**src/rtl/core/biss_pkg.sv**
```systemverilog
// Package: command codes and beat structs for the bounded sorted stack
`default_nettype none
package biss_pkg;
    localparam int unsigned KIND_BITS = 3;
    localparam int unsigned CAP_BITS  = 7;
    localparam int unsigned POS_BITS  = 6;

    typedef enum logic [KIND_BITS-1:0] {
        KIND_PUSH = 3'd0,
        KIND_POP  = 3'd1,
        KIND_GET  = 3'd2,
        KIND_FIND = 3'd3,
        KIND_SORT = 3'd4
    } kind_t;

    typedef struct packed {
        logic [KIND_BITS-1:0] kind;
        logic signed [31:0]   value;
        logic [POS_BITS-1:0]  position;
    } cmd_t;

    typedef struct packed {
        logic                ok;
        logic signed [31:0]  data;
        logic [POS_BITS-1:0] found_index;
        logic [CAP_BITS-1:0] length;
        logic                in_order;
    } rsp_t;

    // Per-cycle control broadcast from the sequencer to every cell
    typedef struct packed {
        logic shift_up;   // take the lower neighbor's word (push at 0)
        logic shift_dn;   // take the upper neighbor's word (pop / scan rotate)
        logic swap;       // odd-even transposition compare-exchange
        logic odd_phase;  // which pairs swap this cycle
    } cell_ctl_t;
endpackage
`default_nettype wire

```
**src/rtl/core/biss_cell.sv**
```systemverilog
// One storage cell of the chain: holds one word, shifts and compare-exchanges
`default_nettype none
module biss_cell #(
    parameter int unsigned WORD_BITS = 32,
    parameter int unsigned IDX_BITS  = 6,
    parameter int unsigned IDX       = 0
) (
    input  wire                          clk,
    input  wire biss_pkg::cell_ctl_t     ctl,
    input  wire logic [IDX_BITS:0]       count,
    input  wire logic [WORD_BITS-1:0]    from_lo,
    input  wire logic [WORD_BITS-1:0]    from_hi,
    output logic [WORD_BITS-1:0]         word
);
    import biss_pkg::*;

    logic [WORD_BITS-1:0] word_reg;
    logic [WORD_BITS-1:0] word_next;
    logic                 hi_gt;   // upper neighbor larger than this word
    logic                 lo_lt;   // lower neighbor smaller than this word
    logic                 is_low;  // lower member of a pair this phase
    logic                 lo_live;
    logic                 hi_live;

    assign word = word_reg;

    // Cell 0 holds the top of the stack, so the chain sorts descending by cell
    assign hi_gt   = $signed(from_hi) > $signed(word_reg);
    assign lo_lt   = $signed(from_lo) < $signed(word_reg);
    assign is_low  = (IDX % 2 == 1) == ctl.odd_phase;
    assign hi_live = ({1'b0, IDX_BITS'(IDX)} + 1'b1) < count;
    assign lo_live = (IDX != 0) && ({1'b0, IDX_BITS'(IDX)} < count);

    // Next word: shift or sort exchange with a neighbor
    always_comb
    begin
        word_next = word_reg;
        if (ctl.shift_up)
        begin
            word_next = from_lo;
        end
        else if (ctl.shift_dn)
        begin
            word_next = from_hi;
        end
        else if (ctl.swap)
        begin
            if (is_low && hi_live && hi_gt)
            begin
                word_next = from_hi;
            end
            else if (!is_low && lo_live && lo_lt)
            begin
                word_next = from_lo;
            end
        end
    end

    always_ff @(posedge clk)
    begin
        word_reg <= word_next;
    end
endmodule
`default_nettype wire

```
**config.mk**
```make
export PLATFORM = sky130hd
export DESIGN_NAME = biss_cell
export DESIGN_NICKNAME = d
export VERILOG_FILES = /design/src/rtl/core/biss_pkg.sv /design/src/rtl/core/biss_cell.sv
export SDC_FILE = /design/constraint.sdc
export NUM_CORES = 1
export LEC_CHECK = 0
export BUFFER_PORTS_ARGS = -buffer_cell sky130_fd_sc_hd__buf_2
export CELL_PAD_IN_SITES_DETAIL_PLACEMENT = 1
export CELL_PAD_IN_SITES_GLOBAL_PLACEMENT = 1
export CORE_MARGIN = 2
export CORE_UTILIZATION = 35
export DETAILED_ROUTE_END_ITERATION = 8
export PLACE_DENSITY_LB_ADDON = 0.1
export SLEW_MARGIN = 20
export SYNTH_ARGS = -nofsm -noshare
export SYNTH_HDL_FRONTEND = slang
export SYNTH_SLANG_ARGS = --single-unit
```
**constraint.sdc**
```tcl
create_clock -name clk -period 4.5 [get_ports clk]
set_clock_uncertainty 0.05 [all_clocks]
set_input_delay 1.35 -clock clk [delete_from_list [all_inputs] [get_ports clk]]
set_output_delay 1.35 -clock clk [all_outputs]
set_load 0.01 [all_outputs]
```
==> results of run 1 <==
## kinds of logic (layout without fill, tap and decap cells)
group	Yosys count	in the layout
adders and majority gates	32	32
DFF	32	32
muxes	31	31
buffers and inverters	38	150
and+or+nand+nor	28	28
AOI/OAI and AO/OA	30	30
## layout make-up
| type | count | share of cell area (%) |
|---|---|---|
| multi-input cells | 121 | 38.63 |
| flip-flops and latches | 32 | 32.57 |
| repair buffers | 108 | 18.49 |
| inverters | 34 | 4.326 |
| well taps | 77 | 3.265 |
| clock buffers | 7 | 2.587 |
| clock inverters | 1 | 0.1272 |
## per-layer routing
layer  track usage (%)  vias up
met5                 0        -
met4             5.279        0
met3             3.066        7
met2             30.74       51
met1             18.02      901
li1                  -      931
## final timing paths
check / from / slack (ps) / cells after the start / to
worst max-delay path: from_hi[30] / 1120 / 7 / word[1]$_DFFE_PP_
worst min-delay path: word[31]$_DFFE_PP_ / 1160 / 6 / word[23]$_DFFE_PP_
worst max register to register: word[30]$_DFFE_PP_ / 1910 / 7 / word[1]$_DFFE_PP_
worst min register to register: word[31]$_DFFE_PP_ / 1160 / 6 / word[23]$_DFFE_PP_
## Yosys cell counts
| cell type | n | area share [%] |
|---|---|---|
| o311ai_4 | 1 | 1.2 |
| a21oi_1 | 15 | 3.3 |
| nand2_1 | 6 | 1.0 |
| nand3_1 | 3 | 0.67 |
| edfxtp_1 | 32 | 43 |
| o21a_1 | 1 | 0.33 |
| o311ai_0 | 1 | 0.39 |
| a211oi_2 | 1 | 0.56 |
| a21o_1 | 1 | 0.33 |
| nand4_1 | 10 | 2.8 |
| nor2b_1 | 1 | 0.28 |
| nor4_4 | 1 | 0.95 |
| a2111oi_0 | 1 | 0.39 |
| nor3_1 | 1 | 0.22 |
| a211oi_1 | 1 | 0.33 |
| buf_1 | 1 | 0.17 |
| o21ai_0 | 4 | 0.89 |
| o211ai_1 | 1 | 0.33 |
| clkbuf_1 | 2 | 0.33 |
| inv_1 | 34 | 5.7 |
| nor2_1 | 3 | 0.50 |
| nor4_2 | 1 | 0.56 |
| ha_1 | 32 | 18 |
| buf_2 | 1 | 0.22 |
| a2bb2oi_1 | 1 | 0.39 |
| a221o_1 | 1 | 0.45 |
| a21bo_4 | 1 | 0.72 |
| or4_4 | 1 | 0.50 |
| mux2_2 | 31 | 16 |
| nor4_1 | 1 | 0.28 |
## power breakdown
group / total [mW] / internal, mW / switching, mW / leakage (nW)
sequential: 0.378 / 0.364 / 0.0133 / 0.328
clock: 0.215 / 0.108 / 0.107 / 0.0399
combinational: 0.221 / 0.106 / 0.115 / 1.08
## metrics by stage
step                cells  power (mW)  setup WS [ps]
floorplan             191      0.5123          378.4
global placement      372      0.6034          902.5
detailed placement    372      0.6096          803.4
CTS                   380      0.8316           1094
global route          380      0.8701          964.3
finish                380      0.8131           1121
## worst max-delay path: stages
cell and delay (ps):
buf_2 110, ha_1 310, nand4_1 260, nor4_1 470
o311ai_0 230, nand4_1 180, buf_4 360
==> results.json, run 1 <==
{
  "syn_nets": 299,
  "grt-ovfl-total": 0,
  "fin_crit_ps": 3379,
  "cts_buffers": 5,
  "post-cts-setup-buffers": 0,
  "met3WireLength_um": 280,
  "synthSimpleGateAreaFrac_pct": 7.748,
  "netlist_area_sq_um": 2245,
  "core-area_sq_um": 6277,
  "peakVddDrop_mv": 0.1141,
  "final_common_cell": "buf_2",
  "cts_hold_buf": 0,
  "final-seq-area_sq_um": 960.9,
  "ant_nets": 0,
  "num_rows": 29,
  "wl_per_cell_um": 14.55,
  "die_y_um": 84.09,
  "firstDrtPassIters": 4,
  "dr.max_layer_used": "met4",
  "synth_compound_area_share_pct": 9.643,
  "yosysWarnings": 0,
  "fin_tns_setup_ps": 0,
  "grt_setup_unrepaired": "no",
  "endpoint_kind": "register",
  "num_io_pins": 108,
  "synth_seq_area_share_pct": 42.81,
  "crit_arrival_ps": 3280,
  "syn_inst": 191,
  "fin_crit_sh_pct": 75.10,
  "die_w_um": 84.09,
  "synthXorXnorAreaFrac_pct": 0,
  "globalplace.congestion": 0.7524,
  "drt_wl_total_um": 5529,
  "cts-resized-gates": 0,
  "met2_length_um": 3012,
  "met1_length_um": 2175,
  "synthDistinctLibCells": 30,
  "hold-worst-slack_ps": 1158,
  "synthAdderAreaFrac_pct": 17.84,
  "start_util_pct": 35.76,
  "nNetsFinal": 410,
  "critPathRequiredTime_ps": 4400,
  "slew_headroom_pct": 47.95,
  "hold_class": "reg -> reg",
  "grt_pass1_vias": 2079,
  "antenna_cells": 0,
  "start_kind": "input port",
  "timing.fmax_ghz": 0.2959,
  "power.leakage_nw": 1.447,
  "clk_latency_ps": 280,
  "post-route-util_pct": 47.00,
  "track_usage_pct": 16.25,
  "place_area_sq_um": 2870,
  "finalSetupViolCount": 0,
  "largest_register_ffs": 32,
  "remaining_drc_errors": 0,
  "syn2layout_area_growth_pct": 31.44,
  "via_per_inst": 4.974,
  "muxShareOfSynthArea_pct": 15.55,
  "cts_max_path_buffers": 2,
  "status": "finished, final reports clean",
  "clock-sinks": 32,
  "cts_tree": "yes",
  "finalHoldViolations": 0,
  "multi_input_area_sq_um": 1140,
  "worst_pin_slew_ps": 780.8,
  "n_fill_cell": 747,
  "critPathKind": "in -> reg",
  "p_per_area_nw_per_um2": 275.6,
  "grt_antenna_before_repair": 0,
  "port_buffers": 106,
  "synth_top_family_by_area": "adder cells",
  "h-tree-depth": 2,
  "root_buffer": "clkbuf_8",
  "ys_seq_elements": 32,
  "drt_iter0_drc": 25,
  "avgSynthCellArea_sq_um": 11.75,
  "grt_pass1_wl_um": 9183,
  "maxCapViolCount": 0,
  "clk_pin_slew_ps": 70,
  "vias": 1890,
  "drive_gt1_share_pct": 49.50,
  "final_area_sq_um": 2950,
  "path_max_fanout": 25,
  "layout_common_cells": "106 x buf_2, 34 x inv_1, 32 x ha_1, 32 x edfxtp_1, 31 x mux2_2",
  "maxSlewViolCount": 0,
  "grt_max_degree": 35,
  "die_area_sq_um": 7070,
  "dpl.hpwl_um": 4506
}
Power figures use the tool's default switching activity.
==> run 2, diff against run 1 <==
Clock period 4.5 ns to 3.31 ns, I/O delays scaled along.
==> run 2 against run 1 <==
  * Global-route usage grew 0.23 points
  * Combinational power up 48%
  * Count of clock-buffer cells in the layout down 2
  * Critical path depth is 1 higher
  * Sequential power increased by 36%
  * Critical endpoint is now word[10]$_DFFE_PP_
  * Largest cell class unchanged
==> results.json, run 2 (same netlist as run 1, synthesis figures left out) <==
{
  "status": "finished, final reports clean",
  "die_y_um": 84.09,
  "fin_tns_setup_ps": 0,
  "start_kind": "input port",
  "place_area_sq_um": 3033,
  "nNetsFinal": 411,
  "hold_class": "in -> reg",
  "r2r_end": "word[10]$_DFFE_PP_",
  "largest_register_ffs": 32,
  "path_max_fanout": 21,
  "post-cts-setup-buffers": 0,
  "syn2layout_area_growth_pct": 38.52,
  "die_area_sq_um": 7070,
  "critPathKind": "in -> reg",
  "num_rows": 29,
  "place_ws_ps": 199.1,
  "slew_headroom_pct": 68.90,
  "fin_ws_ps": 521.5,
  "vias": 1894,
  "finalHoldViolations": 0,
  "firstDrtPassIters": 4,
  "totalPowerFinal_mw": 1.123,
  "timing.fmax_ghz": 0.3586,
  "endpoint": "word[10]$_DFFE_PP_",
  "drive_gt1_share_pct": 54.13,
  "n_fill_cell": 717,
  "start_util_pct": 35.76,
  "cts-resized-gates": 0,
  "num_io_pins": 108,
  "grt_antenna_before_repair": 0,
  "remaining_drc_errors": 0,
  "grt_max_degree": 32,
  "core-area_sq_um": 6277,
  "fin_crit_ps": 2788,
  "endpoint_kind": "register",
  "peakVddDrop_mv": 0.1900,
  "globalplace.congestion": 0.7020,
  "final_area_sq_um": 3109,
  "cts_hold_buf": 0,
  "layout_common_cells": "106 x buf_2, 34 x inv_1, 32 x edfxtp_1",
  "p_per_area_nw_per_um2": 361.2,
  "grt-ovfl-total": 0,
  "crit_arrival_ps": 2690,
  "dp.cells": 373,
  "grt_pass1_wl_um": 9308,
  "r2r_slack_ps": 940,
  "post-route-util_pct": 49.53,
  "finalNonFillerCells": 380,
  "grt_pass1_vias": 1987,
  "cts_buffers": 5,
  "maxCapViolCount": 0,
  "root_buffer": "clkbuf_8",
  "power.leakage_nw": 1.456,
  "crit_start": "from_hi[30]",
  "hold-worst-slack_ps": 962.4,
  "maxSlewViolCount": 0,
  "clk_latency_ps": 280,
  "track_usage_pct": 16.47,
  "critPathRequiredTime_ps": 3210,
  "drt_wl_total_um": 5544,
  "h-tree-depth": 2,
  "via_per_inst": 4.984,
  "clock-sinks": 32,
  "worstReg2RegStart": "word[15]$_DFFE_PP_",
  "reg2regPathDepth": 7,
  "die_w_um": 84.09,
  "worst_pin_slew_ps": 454.8,
  "dpl.hpwl_um": 4605,
  "antenna_cells": 0,
  "cts_tree": "yes",
  "grt_setup_unrepaired": "no",
  "fin_crit_sh_pct": 84.24,
  "ant_nets": 0,
  "finalSetupViolCount": 0,
  "clk_pin_slew_ps": 70,
  "wl_per_cell_um": 14.59,
  "cts_max_path_buffers": 2,
  "port_buffers": 106,
  "drt_iter0_drc": 32,
  "final_common_cell": "buf_2"
}
-- run 2: how the worst min path moves through the flow --
stage	startpoint	to	slack (ps)	cells after the start
floorplan	from_lo[0]	word[0]$_DFFE_PP_	1130	2
global placement	word[31]$_DFFE_PP_	word[17]$_DFFE_PP_	1160	6
detailed placement	word[31]$_DFFE_PP_	word[17]$_DFFE_PP_	1170	6
CTS	from_lo[30]	word[30]$_DFFE_PP_	950	2
global route	from_lo[19]	word[19]$_DFFE_PP_	950	2
finish	from_lo[6]	word[6]$_DFFE_PP_	960	2
-- run 2: layer usage --
metal / share of wire [%] / global-route usage [%] / up-vias
li1: - / - / 932
met1: 41 / 20.31 / 893
met2: 51 / 28.72 / 59
met3: 5.1 / 3.561 / 10
met4: 2.0 / 4.839 / 0
met5: 0 / 0 / -
-- run 2: final cells by class --
class / instances / area, sq um / share of cell area [%]
sequential: 32 / 960.9 / 30.91
tap: 77 / 96.34 / 3.099
clock buffer: 5 / 68.82 / 2.213
clock inverter: 2 / 7.507 / 0.2414
timing repair buffer: 109 / 553.0 / 17.79
inverter: 34 / 127.6 / 4.105
multi-input combinational: 121 / 1295 / 41.65
-- run 2: where the power goes --
| group | leakage (nW) | switching [mW] | internal (mW) |
|---|---|---|---|
| Clock | 0.0391 | 0.144 | 0.139 |
| Sequential | 0.328 | 0.0181 | 0.495 |
| Combinational | 1.09 | 0.166 | 0.161 |
| Total | 1.46 | 0.328 | 0.795 |
-- run 2: critical path, stage by stage --
cell and delay (ps):
buf_2 110, ha_1 310, nand4_1 240, nor3_1 300, a211oi_2 120, a21bo_4 210, nand4_1 100, buf_4 310
